**config.mk**
```make
export PLATFORM = sky130hd
export DESIGN_NAME = tiled_framebuffer_sample_address_flat
export DESIGN_NICKNAME = d
export VERILOG_FILES = /design/src/tfsa_pkg.sv /design/src/tfsa_if.sv /design/src/tfsa_csr.sv /design/src/tfsa_coord.sv /design/src/tfsa_wrap.sv /design/src/tfsa_addr.sv /design/src/tiled_framebuffer_sample_address.sv /design/src/flat_wrapper.sv
export SDC_FILE = /design/constraint.sdc
export NUM_CORES = 1
export LEC_CHECK = 0
export ABC_CLOCK_PERIOD_IN_PS = 8150
export BUFFER_PORTS_ARGS = -buffer_cell sky130_fd_sc_hd__buf_4
export CORE_MARGIN = 2
export CORE_UTILIZATION = 45
export CTS_BUF_LIST = sky130_fd_sc_hd__clkbuf_16
export CTS_CLUSTER_SIZE = 14
export DETAILED_ROUTE_END_ITERATION = 8
export GPL_TIMING_DRIVEN = 0
export PLACE_DENSITY_LB_ADDON = 0.2
export REMOVE_ABC_BUFFERS = 1
export SYNTH_ARGS = -nofsm -noshare
export SYNTH_HDL_FRONTEND = slang
export SYNTH_HIERARCHICAL = 1
export SYNTH_SLANG_ARGS = --single-unit
```
**constraint.sdc**
```tcl
create_clock -name clock -period 8.15 [get_ports clock]
set_input_delay 1.63 -clock clock [delete_from_list [all_inputs] [get_ports clock]]
set_output_delay 1.63 -clock clock [all_outputs]
set_load 0.005 [all_outputs]
```
**src/tfsa_pkg.sv**
```systemverilog
// ---------------------------------------------------------------------------
// tfsa_pkg
// Types and constants shared by the tiled framebuffer sample address block.
// ---------------------------------------------------------------------------
package tfsa_pkg;

   // Configuration port geometry
   localparam int unsigned CSR_DATA_W  = 13;
   localparam int unsigned CSR_INDEX_W = 3;

   // Tile geometry in samples
   localparam int unsigned TILE_SAMPLES_X = 80;
   localparam int unsigned TILE_SAMPLES_Y = 16;
   localparam int unsigned TILE_HALF_X    = 40;

   // Exact floor(v / 80) for v below 2^18: (v * DIV80_MUL) >> DIV80_SHIFT
   localparam int unsigned DIV80_MUL   = 52429;
   localparam int unsigned DIV80_SHIFT = 22;

   // Register indexes on the configuration port
   typedef enum logic [CSR_INDEX_W-1:0] {
      CSR_FIRST_TILE     = 3'd0,
      CSR_ROW_PITCH      = 3'd1,
      CSR_SURFACE_HEIGHT = 3'd2,
      CSR_MSAA_MODE      = 3'd3,
      CSR_WIDE_PIXELS    = 3'd4,
      CSR_DEPTH_SURFACE  = 3'd5
   } csr_index_type;

   // Multisample modes
   typedef enum logic [1:0] {
      MSAA_1X  = 2'd0,
      MSAA_2X  = 2'd1,
      MSAA_4X  = 2'd2,
      MSAA_BAD = 2'd3
   } msaa_type;

   // Surface layout as held in the configuration registers
   typedef struct packed {
      logic [10:0] first_tile;
      logic [12:0] row_pitch;
      logic [12:0] surface_height;
      msaa_type    msaa_mode;
      logic        wide_pixels;
      logic        depth_surface;
   } cfg_type;

   // Item after the coordinate stages: word in tile and unreduced tile number
   typedef struct packed {
      logic        ok;
      logic        wide;
      logic [10:0] word;
      logic [19:0] sum;
   } mid_type;

   // Item fields that ride along with the reduced tile number
   typedef struct packed {
      logic        ok;
      logic        wide;
      logic [10:0] word;
   } tail_type;

endpackage

```
**src/tfsa_if.sv**
```systemverilog
// ---------------------------------------------------------------------------
// tfsa_req_if / tfsa_rsp_if
// Valid/ready channels for sample requests and address results.
// ---------------------------------------------------------------------------
interface tfsa_req_if;
   logic        valid;
   logic        ready;
   logic [12:0] pixel_x;
   logic [12:0] pixel_y;
   logic [1:0]  sample_index;

   modport source (output valid, pixel_x, pixel_y, sample_index, input ready);
   modport sink   (input valid, pixel_x, pixel_y, sample_index, output ready);
endinterface

interface tfsa_rsp_if;
   logic        valid;
   logic        ready;
   logic        ok;
   logic [23:0] low_address;
   logic        dual_word;
   logic [23:0] high_address;

   modport source (output valid, ok, low_address, dual_word, high_address, input ready);
   modport sink   (input valid, ok, low_address, dual_word, high_address, output ready);
endinterface

```
**src/tfsa_csr.sv**
```systemverilog
// ---------------------------------------------------------------------------
// tfsa_csr
// Surface layout registers, written through a plain index/data port.
// ---------------------------------------------------------------------------
module tfsa_csr (
   input  logic                                 clock,
   input  logic                                 reset,
   input  logic                                 csr_write_enable,
   input  logic [tfsa_pkg::CSR_INDEX_W-1:0]     csr_index,
   input  logic [tfsa_pkg::CSR_DATA_W-1:0]      csr_write_data,
   output tfsa_pkg::cfg_type                    cfg
);

   tfsa_pkg::cfg_type cfg_ff;
   tfsa_pkg::cfg_type cfg_in;

   // Decode the write, mask to register width, drop unknown indexes
   always_comb begin
      cfg_in = cfg_ff;
      if (csr_write_enable) begin
         case (tfsa_pkg::csr_index_type'(csr_index))
            tfsa_pkg::CSR_FIRST_TILE:     cfg_in.first_tile     = csr_write_data[10:0];
            tfsa_pkg::CSR_ROW_PITCH:      cfg_in.row_pitch      = csr_write_data[12:0];
            tfsa_pkg::CSR_SURFACE_HEIGHT: cfg_in.surface_height = csr_write_data[12:0];
            tfsa_pkg::CSR_MSAA_MODE:
               cfg_in.msaa_mode = tfsa_pkg::msaa_type'(csr_write_data[1:0]);
            tfsa_pkg::CSR_WIDE_PIXELS:    cfg_in.wide_pixels    = csr_write_data[0];
            tfsa_pkg::CSR_DEPTH_SURFACE:  cfg_in.depth_surface  = csr_write_data[0];
            default: ;
         endcase
      end
   end

   always_ff @(posedge clock) begin
      if (reset) begin
         cfg_ff <= '0;
      end else begin
         cfg_ff <= cfg_in;
      end
   end

   assign cfg = cfg_ff;

endmodule

```
**src/tfsa_coord.sv**
```systemverilog
// ---------------------------------------------------------------------------
// tfsa_coord
// Two stages: check the item, expand to sample coordinates, split by tile,
// then form the word inside the tile and the unreduced tile number.
// ---------------------------------------------------------------------------
module tfsa_coord (
   input  logic              clock,
   input  tfsa_pkg::cfg_type cfg,
   input  logic [12:0]       pixel_x,
   input  logic [12:0]       pixel_y,
   input  logic [1:0]        sample_index,
   input  logic [1:0]        load,
   output tfsa_pkg::mid_type mid
);

   // Stage 0 signals
   logic        ok0_in, ok0_ff;
   logic [13:0] sx0_in, sx0_ff;
   logic [13:0] sy0_in, sy0_ff;
   logic [7:0]  qx0_in, qx0_ff;
   logic [8:0]  rt0_in, rt0_ff;
   logic        sample_ok;
   logic [13:0] row_samples;
   logic [30:0] qx_prod;
   logic [30:0] rt_prod;
   logic [7:0]  tiles_per_row;

   // Stage 1 signals
   logic [6:0]        ix_raw;
   logic [6:0]        ix_swap;
   tfsa_pkg::mid_type mid_in, mid_ff;

   // Validate layout, coordinate and sample; expand to sample coordinates
   always_comb begin
      case (cfg.msaa_mode)
         tfsa_pkg::MSAA_1X: sample_ok = (sample_index == 2'd0);
         tfsa_pkg::MSAA_2X: sample_ok = !sample_index[1];
         tfsa_pkg::MSAA_4X: sample_ok = 1'b1;
         default:           sample_ok = 1'b0;
      endcase
      ok0_in = (cfg.row_pitch != 13'd0) && (cfg.surface_height != 13'd0) &&
               (pixel_x < cfg.row_pitch) && (pixel_y < cfg.surface_height) &&
               sample_ok;
      case (cfg.msaa_mode)
         tfsa_pkg::MSAA_4X: begin
            sx0_in      = {pixel_x, sample_index[0]};
            sy0_in      = {pixel_y, sample_index[1]};
            row_samples = {cfg.row_pitch, 1'b0};
         end
         tfsa_pkg::MSAA_2X: begin
            sx0_in      = {1'b0, pixel_x};
            sy0_in      = {pixel_y, sample_index[0]};
            row_samples = {1'b0, cfg.row_pitch};
         end
         default: begin
            sx0_in      = {1'b0, pixel_x};
            sy0_in      = {1'b0, pixel_y};
            row_samples = {1'b0, cfg.row_pitch};
         end
      endcase
      // Tile column and tiles per row by reciprocal multiply
      qx_prod       = 31'(sx0_in) * 31'(tfsa_pkg::DIV80_MUL);
      qx0_in        = 8'(qx_prod >> tfsa_pkg::DIV80_SHIFT);
      rt_prod       = (31'(row_samples) + 31'(tfsa_pkg::TILE_SAMPLES_X - 1)) *
                      31'(tfsa_pkg::DIV80_MUL);
      tiles_per_row = 8'(rt_prod >> tfsa_pkg::DIV80_SHIFT);
      rt0_in        = cfg.wide_pixels ? {tiles_per_row, 1'b0} : {1'b0, tiles_per_row};
   end

   always_ff @(posedge clock) begin
      if (load[0]) begin
         ok0_ff <= ok0_in;
         sx0_ff <= sx0_in;
         sy0_ff <= sy0_in;
         qx0_ff <= qx0_in;
         rt0_ff <= rt0_in;
      end
   end

   // Word inside the tile with depth half swap; tile number before wrap
   always_comb begin
      ix_raw = 7'(sx0_ff - 14'(qx0_ff) * 14'(tfsa_pkg::TILE_SAMPLES_X));
      if (!cfg.depth_surface) begin
         ix_swap = ix_raw;
      end else if (ix_raw < 7'(tfsa_pkg::TILE_HALF_X)) begin
         ix_swap = ix_raw + 7'(tfsa_pkg::TILE_HALF_X);
      end else begin
         ix_swap = ix_raw - 7'(tfsa_pkg::TILE_HALF_X);
      end
      mid_in.ok   = ok0_ff;
      mid_in.wide = cfg.wide_pixels;
      mid_in.word = 11'(sy0_ff[3:0]) * 11'(tfsa_pkg::TILE_SAMPLES_X) + 11'(ix_swap);
      mid_in.sum  = 20'(cfg.first_tile) + 20'(sy0_ff[13:4]) * 20'(rt0_ff) +
                    (cfg.wide_pixels ? 20'({qx0_ff, 1'b0}) : 20'(qx0_ff));
   end

   always_ff @(posedge clock) begin
      if (load[1]) begin
         mid_ff <= mid_in;
      end
   end

   assign mid = mid_ff;

endmodule

```
**src/tfsa_wrap.sv**
```systemverilog
// ---------------------------------------------------------------------------
// tfsa_wrap
// Two stages: wrap the tile number modulo the tile count by reciprocal
// multiply, then back-multiply, subtract and correct once.
// ---------------------------------------------------------------------------
module tfsa_wrap #(
   parameter int unsigned NUM_TILES = 2048,
   localparam int unsigned TILE_W   = (NUM_TILES > 1) ? $clog2(NUM_TILES) : 1
) (
   input  logic               clock,
   input  logic [1:0]         load,
   input  tfsa_pkg::mid_type  mid,
   output logic [TILE_W-1:0]  tile,
   output tfsa_pkg::tail_type tail
);

   localparam logic [63:0] ONE_SHIFTED = 64'd1 << 32;
   localparam logic [32:0] RECIP       = 33'(ONE_SHIFTED / 64'(NUM_TILES));
   localparam logic [19:0] COUNT       = 20'(NUM_TILES);

   logic [52:0]        q_prod;
   logic [19:0]        q_in, q_ff;
   tfsa_pkg::mid_type  mid2_ff;
   logic [19:0]        rem_raw;
   logic [19:0]        rem_fix;
   logic [TILE_W-1:0]  tile_in, tile_ff;
   tfsa_pkg::tail_type tail_in, tail_ff;

   // Estimated quotient, at most one below the true one
   always_comb begin
      q_prod = 53'(mid.sum) * 53'(RECIP);
      q_in   = 20'(q_prod >> 32);
   end

   always_ff @(posedge clock) begin
      if (load[0]) begin
         q_ff    <= q_in;
         mid2_ff <= mid;
      end
   end

   // Remainder with one correcting subtract
   always_comb begin
      rem_raw      = mid2_ff.sum - q_ff * COUNT;
      rem_fix      = (rem_raw >= COUNT) ? rem_raw - COUNT : rem_raw;
      tile_in      = TILE_W'(rem_fix);
      tail_in.ok   = mid2_ff.ok;
      tail_in.wide = mid2_ff.wide;
      tail_in.word = mid2_ff.word;
   end

   always_ff @(posedge clock) begin
      if (load[1]) begin
         tile_ff <= tile_in;
         tail_ff <= tail_in;
      end
   end

   assign tile = tile_ff;
   assign tail = tail_ff;

endmodule

```
**src/tfsa_addr.sv**
```systemverilog
// ---------------------------------------------------------------------------
// tfsa_addr
// Two stages: byte address of the low word, then the address in the next
// tile and the zeroing of rejected items into the output register.
// ---------------------------------------------------------------------------
module tfsa_addr #(
   parameter int unsigned NUM_TILES  = 2048,
   parameter int unsigned TILE_BYTES = 5120,
   localparam int unsigned TILE_W    = (NUM_TILES > 1) ? $clog2(NUM_TILES) : 1
) (
   input  logic               clock,
   input  logic [1:0]         load,
   input  logic [TILE_W-1:0]  tile,
   input  tfsa_pkg::tail_type tail,
   output logic               ok,
   output logic [23:0]        low_address,
   output logic               dual_word,
   output logic [23:0]        high_address
);

   localparam logic [TILE_W-1:0] LAST_TILE = TILE_W'(NUM_TILES - 1);
   localparam logic [23:0]       BYTES     = 24'(TILE_BYTES);

   logic [23:0]        low4_in, low4_ff;
   logic               last4_in, last4_ff;
   tfsa_pkg::tail_type tail4_ff;
   logic [23:0]        word_bytes;
   logic [23:0]        high_raw;
   logic               ok_ff;
   logic [23:0]        low_ff, high_ff;
   logic               dual_word_ff;

   // Low word address, wrapping at 24 bits
   always_comb begin
      low4_in  = 24'(tile) * BYTES + 24'({tail.word, 2'b00});
      last4_in = (tile == LAST_TILE);
   end

   always_ff @(posedge clock) begin
      if (load[0]) begin
         low4_ff  <= low4_in;
         last4_ff <= last4_in;
         tail4_ff <= tail;
      end
   end

   // Next tile is one tile further, or tile zero after the last tile
   always_comb begin
      word_bytes = 24'({tail4_ff.word, 2'b00});
      high_raw   = last4_ff ? word_bytes : low4_ff + BYTES;
   end

   always_ff @(posedge clock) begin
      if (load[1]) begin
         ok_ff        <= tail4_ff.ok;
         low_ff       <= tail4_ff.ok ? low4_ff : 24'd0;
         dual_word_ff <= tail4_ff.ok && tail4_ff.wide;
         high_ff      <= (tail4_ff.ok && tail4_ff.wide) ? high_raw : 24'd0;
      end
   end

   assign ok           = ok_ff;
   assign low_address  = low_ff;
   assign dual_word    = dual_word_ff;
   assign high_address = high_ff;

endmodule

```
**src/tiled_framebuffer_sample_address.sv**
```systemverilog
// ---------------------------------------------------------------------------
// tiled_framebuffer_sample_address
// Pixel and sample to byte address mapping for a tiled framebuffer memory.
// ---------------------------------------------------------------------------
// Takes one request item per clock while the response side does not stall.
// The six register stages are: coordinate check and tile split, word and
// tile number, reciprocal estimate, modulo correction, low address,
// high address and output register. Each stage keeps its own valid bit and
// loads whenever it is empty or the stage after it moves, so a stalled
// response side holds every item in place while empty stages still fill.
// Program the layout registers only while no item is in flight; an invalid
// layout, coordinate or sample returns ok low with zero addresses.
module tiled_framebuffer_sample_address #(
   parameter int unsigned NUM_TILES  = 2048,
   parameter int unsigned TILE_BYTES = 5120
) (
   input  logic                             clock,
   input  logic                             reset,
   tfsa_req_if.sink                         req,
   tfsa_rsp_if.source                       rsp,
   input  logic                             csr_write_enable,
   input  logic [tfsa_pkg::CSR_INDEX_W-1:0] csr_index,
   input  logic [tfsa_pkg::CSR_DATA_W-1:0]  csr_write_data
);

   localparam int unsigned STAGES = 6;
   localparam int unsigned TILE_W = (NUM_TILES > 1) ? $clog2(NUM_TILES) : 1;

   tfsa_pkg::cfg_type  cfg;
   tfsa_pkg::mid_type  mid;
   tfsa_pkg::tail_type tail;
   logic [TILE_W-1:0]  tile;
   logic [STAGES-1:0]  vld_ff, vld_in;
   logic [STAGES-1:0]  load;

   // Stage loads when empty or when its successor moves
   always_comb begin
      load[STAGES-1] = !vld_ff[STAGES-1] || rsp.ready;
      for (int k = STAGES - 2; k >= 0; k--) begin
         load[k] = !vld_ff[k] || load[k+1];
      end
   end

   // Advance valid bits with the data
   always_comb begin
      vld_in = vld_ff;
      for (int k = 0; k < STAGES; k++) begin
         if (load[k]) begin
            vld_in[k] = (k == 0) ? req.valid : vld_ff[(k == 0) ? 0 : k - 1];
         end
      end
   end

   always_ff @(posedge clock) begin
      if (reset) begin
         vld_ff <= '0;
      end else begin
         vld_ff <= vld_in;
      end
   end

   assign req.ready = load[0];
   assign rsp.valid = vld_ff[STAGES-1];

   tfsa_csr u_csr (
      .clock            (clock),
      .reset            (reset),
      .csr_write_enable (csr_write_enable),
      .csr_index        (csr_index),
      .csr_write_data   (csr_write_data),
      .cfg              (cfg)
   );

   tfsa_coord u_coord (
      .clock        (clock),
      .cfg          (cfg),
      .pixel_x      (req.pixel_x),
      .pixel_y      (req.pixel_y),
      .sample_index (req.sample_index),
      .load         (load[1:0]),
      .mid          (mid)
   );

   tfsa_wrap #(
      .NUM_TILES (NUM_TILES)
   ) u_wrap (
      .clock (clock),
      .load  (load[3:2]),
      .mid   (mid),
      .tile  (tile),
      .tail  (tail)
   );

   tfsa_addr #(
      .NUM_TILES  (NUM_TILES),
      .TILE_BYTES (TILE_BYTES)
   ) u_addr (
      .clock        (clock),
      .load         (load[5:4]),
      .tile         (tile),
      .tail         (tail),
      .ok           (rsp.ok),
      .low_address  (rsp.low_address),
      .dual_word    (rsp.dual_word),
      .high_address (rsp.high_address)
   );

`ifndef NO_ASSERTIONS
   // Rejected items carry no addresses
   a_reject_zero: assert property (@(posedge clock) disable iff (reset)
      rsp.valid && !rsp.ok |->
         rsp.low_address == 24'd0 && rsp.high_address == 24'd0 && !rsp.dual_word)
      else $error("rejected item with nonzero address");

   // A second address only comes with an accepted item
   a_high_needs_ok: assert property (@(posedge clock) disable iff (reset)
      rsp.valid && rsp.dual_word |-> rsp.ok)
      else $error("high address on rejected item");

   // Narrow results leave the high address clear
   a_narrow_high_zero: assert property (@(posedge clock) disable iff (reset)
      rsp.valid && rsp.ok && !rsp.dual_word |-> rsp.high_address == 24'd0)
      else $error("high address set without high word");

   // An accepted item occupies the first stage next cycle
   a_accept_enters: assert property (@(posedge clock) disable iff (reset)
      req.valid && req.ready |=> vld_ff[0])
      else $error("accepted item lost at pipeline entry");
`endif

endmodule

```
**src/flat_wrapper.sv**
```systemverilog
// flat-port wrapper written by rule: the top's interface ports become plain ports
module tiled_framebuffer_sample_address_flat 
#(
   parameter int unsigned NUM_TILES  = 2048,
   parameter int unsigned TILE_BYTES = 5120
)
  (clock, reset, csr_write_enable, csr_index, csr_write_data, req_valid, req_pixel_x, req_pixel_y, req_sample_index, req_ready, rsp_valid, rsp_ok, rsp_low_address, rsp_dual_word, rsp_high_address, rsp_ready);
  tfsa_req_if req_i ();
  tfsa_rsp_if rsp_i ();
  input  logic clock;
  input  logic reset;
  input  logic csr_write_enable;
  input  logic [tfsa_pkg::CSR_INDEX_W-1:0] csr_index;
  input  logic [tfsa_pkg::CSR_DATA_W-1:0] csr_write_data;
  input wire logic [$bits(req_i.valid)-1:0] req_valid;
  input wire logic [$bits(req_i.pixel_x)-1:0] req_pixel_x;
  input wire logic [$bits(req_i.pixel_y)-1:0] req_pixel_y;
  input wire logic [$bits(req_i.sample_index)-1:0] req_sample_index;
  output wire logic [$bits(req_i.ready)-1:0] req_ready;
  output wire logic [$bits(rsp_i.valid)-1:0] rsp_valid;
  output wire logic [$bits(rsp_i.ok)-1:0] rsp_ok;
  output wire logic [$bits(rsp_i.low_address)-1:0] rsp_low_address;
  output wire logic [$bits(rsp_i.dual_word)-1:0] rsp_dual_word;
  output wire logic [$bits(rsp_i.high_address)-1:0] rsp_high_address;
  input wire logic [$bits(rsp_i.ready)-1:0] rsp_ready;
  assign req_i.valid = req_valid;
  assign req_i.pixel_x = req_pixel_x;
  assign req_i.pixel_y = req_pixel_y;
  assign req_i.sample_index = req_sample_index;
  assign req_ready = req_i.ready;
  assign rsp_valid = rsp_i.valid;
  assign rsp_ok = rsp_i.ok;
  assign rsp_low_address = rsp_i.low_address;
  assign rsp_dual_word = rsp_i.dual_word;
  assign rsp_high_address = rsp_i.high_address;
  assign rsp_i.ready = rsp_ready;
  tiled_framebuffer_sample_address #(.NUM_TILES(NUM_TILES), .TILE_BYTES(TILE_BYTES)) u_core (.clock(clock), .reset(reset), .req(req_i), .rsp(rsp_i), .csr_write_enable(csr_write_enable), .csr_index(csr_index), .csr_write_data(csr_write_data));
endmodule
```
== Word-level counts from Yosys, hierarchy flattened ==
Cells that the tools add are included.
Cells by class
  $add $sub $neg: 11
  multipliers: 6
  order comparisons: 4
  equal/unequal tests: 8
  mux-type cells: 10
  bitwise gates (word level): 1
  reduce and logical (&&, ||, !) cells: 30
Operators by type and width (count)
  multiplier 14 x 16 -> 30 bit, second input constant: 1
  multiplier 15 x 16 -> 30 bit, second input constant: 1
  two-way mux 14 bit: 2
  one-hot mux 14 bit (2 select lines): 1
  < comparator 13 bit: 2
  nonzero test 13 bit: 2
  adder 24 x 13 -> 24 bit: 1
  adder 24 x 13 -> 24 bit, second input constant: 1
  adder 11 x 19 -> 20 bit: 1
  adder 20 x 9 -> 20 bit: 1
  greater-or-equal comparator 20 x 12 -> 1 bit, second input constant: 1
  subtractor 20 bit: 1
  multiplier 10 x 9 -> 19 bit: 1
  adder 14 x 7 -> 15 bit, second input constant: 1
  multiplier 11 x 3 -> 14 bit, second input constant: 1
  two-way mux 7 bit: 2
  two-way mux 13 bit: 1
  AND reduction 2 bit: 6
  adder 11 x 7 -> 11 bit: 1
  == test 11 bit, second input constant: 1
  two-way mux 11 bit: 1
  subtractor 11 x 1 -> 11 bit, second input constant: 1
  two-way mux 9 bit: 1
  multiplier 8 x 3 -> 3 bit, second input constant: 1
  other kinds (19): 37
Word-level totals
  bits in registers: 273
  input bits: 49
  output and inout port bits: 52
  word-level logic and storage cells: 112

== Longest topological paths before layout ==
  depth after elaboration: 7
  gate-level depth with buffers: 35

== Modules after synthesis ==
Netlist, hierarchy kept.
By module, submodules not included
  tfsa_coord: times used 1, cells each 1486, area each 14691.6 um^2, sequential area each 2162.1 um^2
  tfsa_addr: times used 1, cells each 259, area each 3573.4 um^2, sequential area each 2222.1 um^2
  tfsa_csr: times used 1, cells each 152, area each 1697.9 um^2, sequential area each 820.8 um^2
  tfsa_wrap: times used 1, cells each 48, area each 1441.4 um^2, sequential area each 1441.4 um^2
  tiled_framebuffer_sample_address: times used 1, cells each 26, area each 226.5 um^2, sequential area each 120.1 um^2

== Worst setup path before layout ==
OpenSTA, ideal clock, no wires.
  kind: register to register
  start point: register u_core.u_csr.cfg_ff, in the netlist u_core/u_csr/cfg[2]
  end point: register u_core.u_coord.rt0_ff[8], data pin
  setup time: 0.259 ns
  arrival: 8.366 ns
  required time: 7.891 ns
  path slack: -0.475 ns
  cell stages (with the launch flop): 36
  path buffers: 4
  clock period less this slack: 8.625 ns
  cell sequence: dfxtp_1 > inv_1 > ha_1 > buf_6 > clkbuf_1 > clkbuf_1 > clkbuf_1 > mux2i_1 > ha_1 > nor3b_2 > o21ai_0 > a21oi_1 > nor3_1 > nand2_1 > or3_1 > nor3_1 > ha_1 > ha_1 > a21o_1 > fa_1 > inv_1 > fa_1 > inv_1 > fa_1 > inv_1 > fa_1 > inv_1 > ha_1 > nand3_1 > or2_2 > a2bb2oi_1 > a22oi_1 > a41oi_1 > nand2b_1 > nor3b_1 > o31a_1
On the way
  cells in the longest elaborated chain, start to end: 4
Ends and longest elaborated chain
  from (decl): RTL line tfsa_csr.sv:14  | tfsa_pkg::cfg_type cfg_ff;
  from (signal assigned): RTL line tfsa_csr.sv:38  | cfg_ff <= cfg_in;
  == test 2 bit: RTL line tfsa_coord.sv:44  | case (cfg.msaa_mode)
  two-way mux 14 bit: RTL line tfsa_coord.sv:44
  adder 14 x 7 -> 15 bit: RTL line tfsa_coord.sv:64  | rt_prod = (31'(row_samples) + 31'(tfsa_pkg::TILE_SAMPLES_X - 1)) *
  multiplier 15 x 16 -> 30 bit: RTL line tfsa_coord.sv:64
  to (signal assigned): RTL line tfsa_coord.sv:76  | rt0_ff <= rt0_in;
  to (decl): RTL line tfsa_coord.sv:21  | logic [8:0] rt0_in, rt0_ff;
Every way passes these cells.
A chain may end at the register's enable or synchronous reset.

== Worst setup path after layout ==
  start point: register u_core.u_csr.cfg_ff, in the netlist u_core/u_csr/cfg[2]
  end point: register u_core.u_coord.rt0_ff[6], data pin
On the way
  cells in the longest elaborated chain, start to end: 5
Ends and longest elaborated chain
  == test 2 bit: RTL line tfsa_coord.sv:44
  two-way mux 14 bit: RTL line tfsa_coord.sv:44
  adder 14 x 7 -> 15 bit: RTL line tfsa_coord.sv:64
  multiplier 15 x 16 -> 30 bit: RTL line tfsa_coord.sv:64
  two-way mux 8 bit: RTL line tfsa_coord.sv:67  | rt0_in = cfg.wide_pixels ? {tiles_per_row, 1'b0} : {1'b0, tiles_per_row};
  named net u_core.u_coord.rt0_in[6]: RTL line tfsa_coord.sv:21
The timed path passes the listed nets, and every way through them passes these cells.

==> out/results.tsv <==
metric	value	unit
outcome	finished clean	
global router's overall resource usage	17.63	%
core region area	0.04412	mm2
CTS tree	built	
iteration-0 DRC count of the detailed router	523	
IO Count	101	
number of pins exceeding their max-slew limit in the final report	0	
total die area	0.04622	mm2
die boundary height	215.0	um
Design Area, Final	0.02252	mm2
Clock Sinks	232	
clock transition at the registers of the reported paths	0.06	ns
Final TNS setup	0	ns
detailed-route DRC error count	0	
insertion delay to the later sink of the worst-skew pair	0.54	ns
yosys warns	6	
Worst Path Class, Setup	reg2reg	
initial antenna violation count	0	
reported max-cap violation count	0	
Slowest Stage Delay on Critical Path	0.54	ns
final setup violation count	0	
placed instance area	0.02134	mm2
critical-path maximum fanout	11	
cell leakage power	0.01082	uW
Routed Antenna Nets	0	
post-route clock skew	0.02147	ns
total gr overflow	0	
Buffers on Ports	96	
largest vdd supply drop	0.0001887	V
Final Critical Period	7.855	ns
buffer levels on the longest clock path	3	
Total Nets Final	2432	
maximum number of pins on one net before global-route repair	61	
number of vias after detailed routing	12750	
Clock Root Buffer	sky130_fd_sc_hd__clkbuf_16	
fraction of layout cells with a size suffix above 1	12.35	%
H-tree lvl count	1	
Detailed Route WL	39.60	mm
fmax	0.1273	GHz
share of the clock period used by the worst path	96.38	%
Crit path arrival time	8.16	ns
Critical Path Sink Type	register	
Avg Synthesized Cell Area	11.09	um2
sort of element at the start of the critical path	register	
critical path's most frequent cell	sky130_fd_sc_hd__ha_4	
wire length of the first global-routing pass	66.51	mm
horizontal die dimension	215.0	um
tightest slew margin relative to the limit	26.76	%
Min-Delay Path Class	reg2reg	
# diodes	0	
initial core utilization	45.39	%
Cell Rows	77	
Power per Cell Area	265.0	mW/mm2
final-report hold violation count	0	
number of buffers inserted during clock tree synthesis	26	
wire per inst	15.72	um
routed vias/inst	5.060	
HPWL after detailed placement	32.69	mm
standard cell with the maximum stage delay on the critical path	sky130_fd_sc_hd__fa_1	
final core utilization	51.04	%
Setup WS pre-CTS	-1.352	ns
number of cells produced by synthesis	1806	
synthesized cell area	0.02003	mm2
via count of the first global-routing pass	13400	
final estimated routing congestion in global placement	0.8790	
slew of the pin with the lowest slew margin	1.095	ns
area added between synthesis and finish	12.44	%
drt first pass iters	5	
Data required, critical path	8.46	ns
hold buffer count at CTS	0	
post-route setup slack	0.2947	ns
-- flip-flops by register name, indices dropped and copies added, names as in the netlist, 6 cells and up --
signal	count
u_core/u_coord/qx0_ff	8
u_core/vld_ff	6
u_core/u_addr/tail4_ff	13
u_core/u_addr/low4_ff	14
u_core/u_csr/cfg	41
u_core/u_wrap/tail	13
u_core/u_coord/rt0_ff	9
u_core/u_coord/sx0_ff	7
u_core/u_coord/sy0_ff	14
u_core/u_addr/low_address	22
u_core/u_wrap/mid2_ff	24
u_core/u_wrap/tile	11
u_core/u_coord/mid	24
u_core/u_addr/high_address	22
-- worst paths after layout --
path	depth (start not counted)	slack [ns]	endpoint	startpoint
min	0	0.40	u_core/u_wrap/tile[3]	u_core/u_wrap/mid2_ff[3]
max	30	0.29	u_core/u_coord/rt0_ff[6]	u_core/u_csr/cfg[2]
min reg2reg	0	0.40	u_core/u_wrap/tile[3]	u_core/u_wrap/mid2_ff[3]
max reg2reg	30	0.29	u_core/u_coord/rt0_ff[6]	u_core/u_csr/cfg[2]
-- cells in the final DEF, fill, tap and decap left out, drive strengths merged, types with 4 or more instances in the layout --
cell     count
clkinv       9
nand4       14
mux2        15
and3        15
nor4         6
buf        119
ha         304
o21a         7
xor2        32
and2        51
a21oi       64
nor2b       11
a31oi        4
nand2       91
xnor2       49
o21ai       52
nand4b       6
nand3       18
inv        314
mux2i       55
dfxtp       47
conb         4
a211oi       8
clkbuf      27
a21o        21
o211ai       6
o22ai        4
nand2b      65
nor3        22
nor2        61
nor3b        5
a2111oi      4
fa         171
edfxtp     185
or2          7
-- layer usage --
| metal | global-route usage, % | part of all wire, % | vias to the layer above |
|---|---|---|---|
| li1 | - | - | 6293 |
| met1 | 22.52 | 43 | 6166 |
| met2 | 31.62 | 50 | 225 |
| met3 | 1.967 | 3.9 | 62 |
| met4 | 4.943 | 2.6 | 0 |
| met5 | 0 | 0 | - |
-- critical path, delay by kind of cell, from the launching register on --
| family | cells | cell delay, ns |
|---|---|---|
| adders and majority gates | 9 | 3.34 |
| and+or+nand+nor | 6 | 1.34 |
| muxes | 1 | 0.19 |
| DFF | 1 | 0.36 |
| xor gates and xnor gates | 1 | 0.14 |
| buffers and inverters | 6 | 0.51 |
| AOI/OAI and AO/OA | 7 | 1.76 |
-- power by group --
group          leakage, uW  switching, uW  internal, uW  total [uW]
sequential         0.00248            141          1640        1790
combinational      0.00793           1700          1410        3110
clock             0.000412            468           605        1070
total               0.0108           2310          3660        5970
-- area by class of cell --
type | instances | area (um2)
inverter | 304 | 1141
clock inverter | 20 | 118.9
sequential | 232 | 6500
clock buffer | 27 | 675.6
multi-input combinational | 1225 | 12410
fill | 3948 | 21600
timing repair buffer | 119 | 937.1
tap | 592 | 740.7
-- per-stage QoR --
step / cells / hold WS [ns] / total power [uW]
floorplan: 1761 / 0.4003 / 4199
global placement: 2449 / 0.4010 / 4800
detailed placement: 2451 / 0.4045 / 4888
CTS: 2506 / 0.4014 / 6031
global route: 2519 / 0.4214 / 6586
finish: 2519 / 0.4024 / 5968
-- repair_timing --
action                                  CTS  global route
endpoints found under the setup margin    9             9
pin swaps                                 5            17
setup buffers                             8            13
gates resized for setup                  18            22
(Power assumes the default switching activity.)
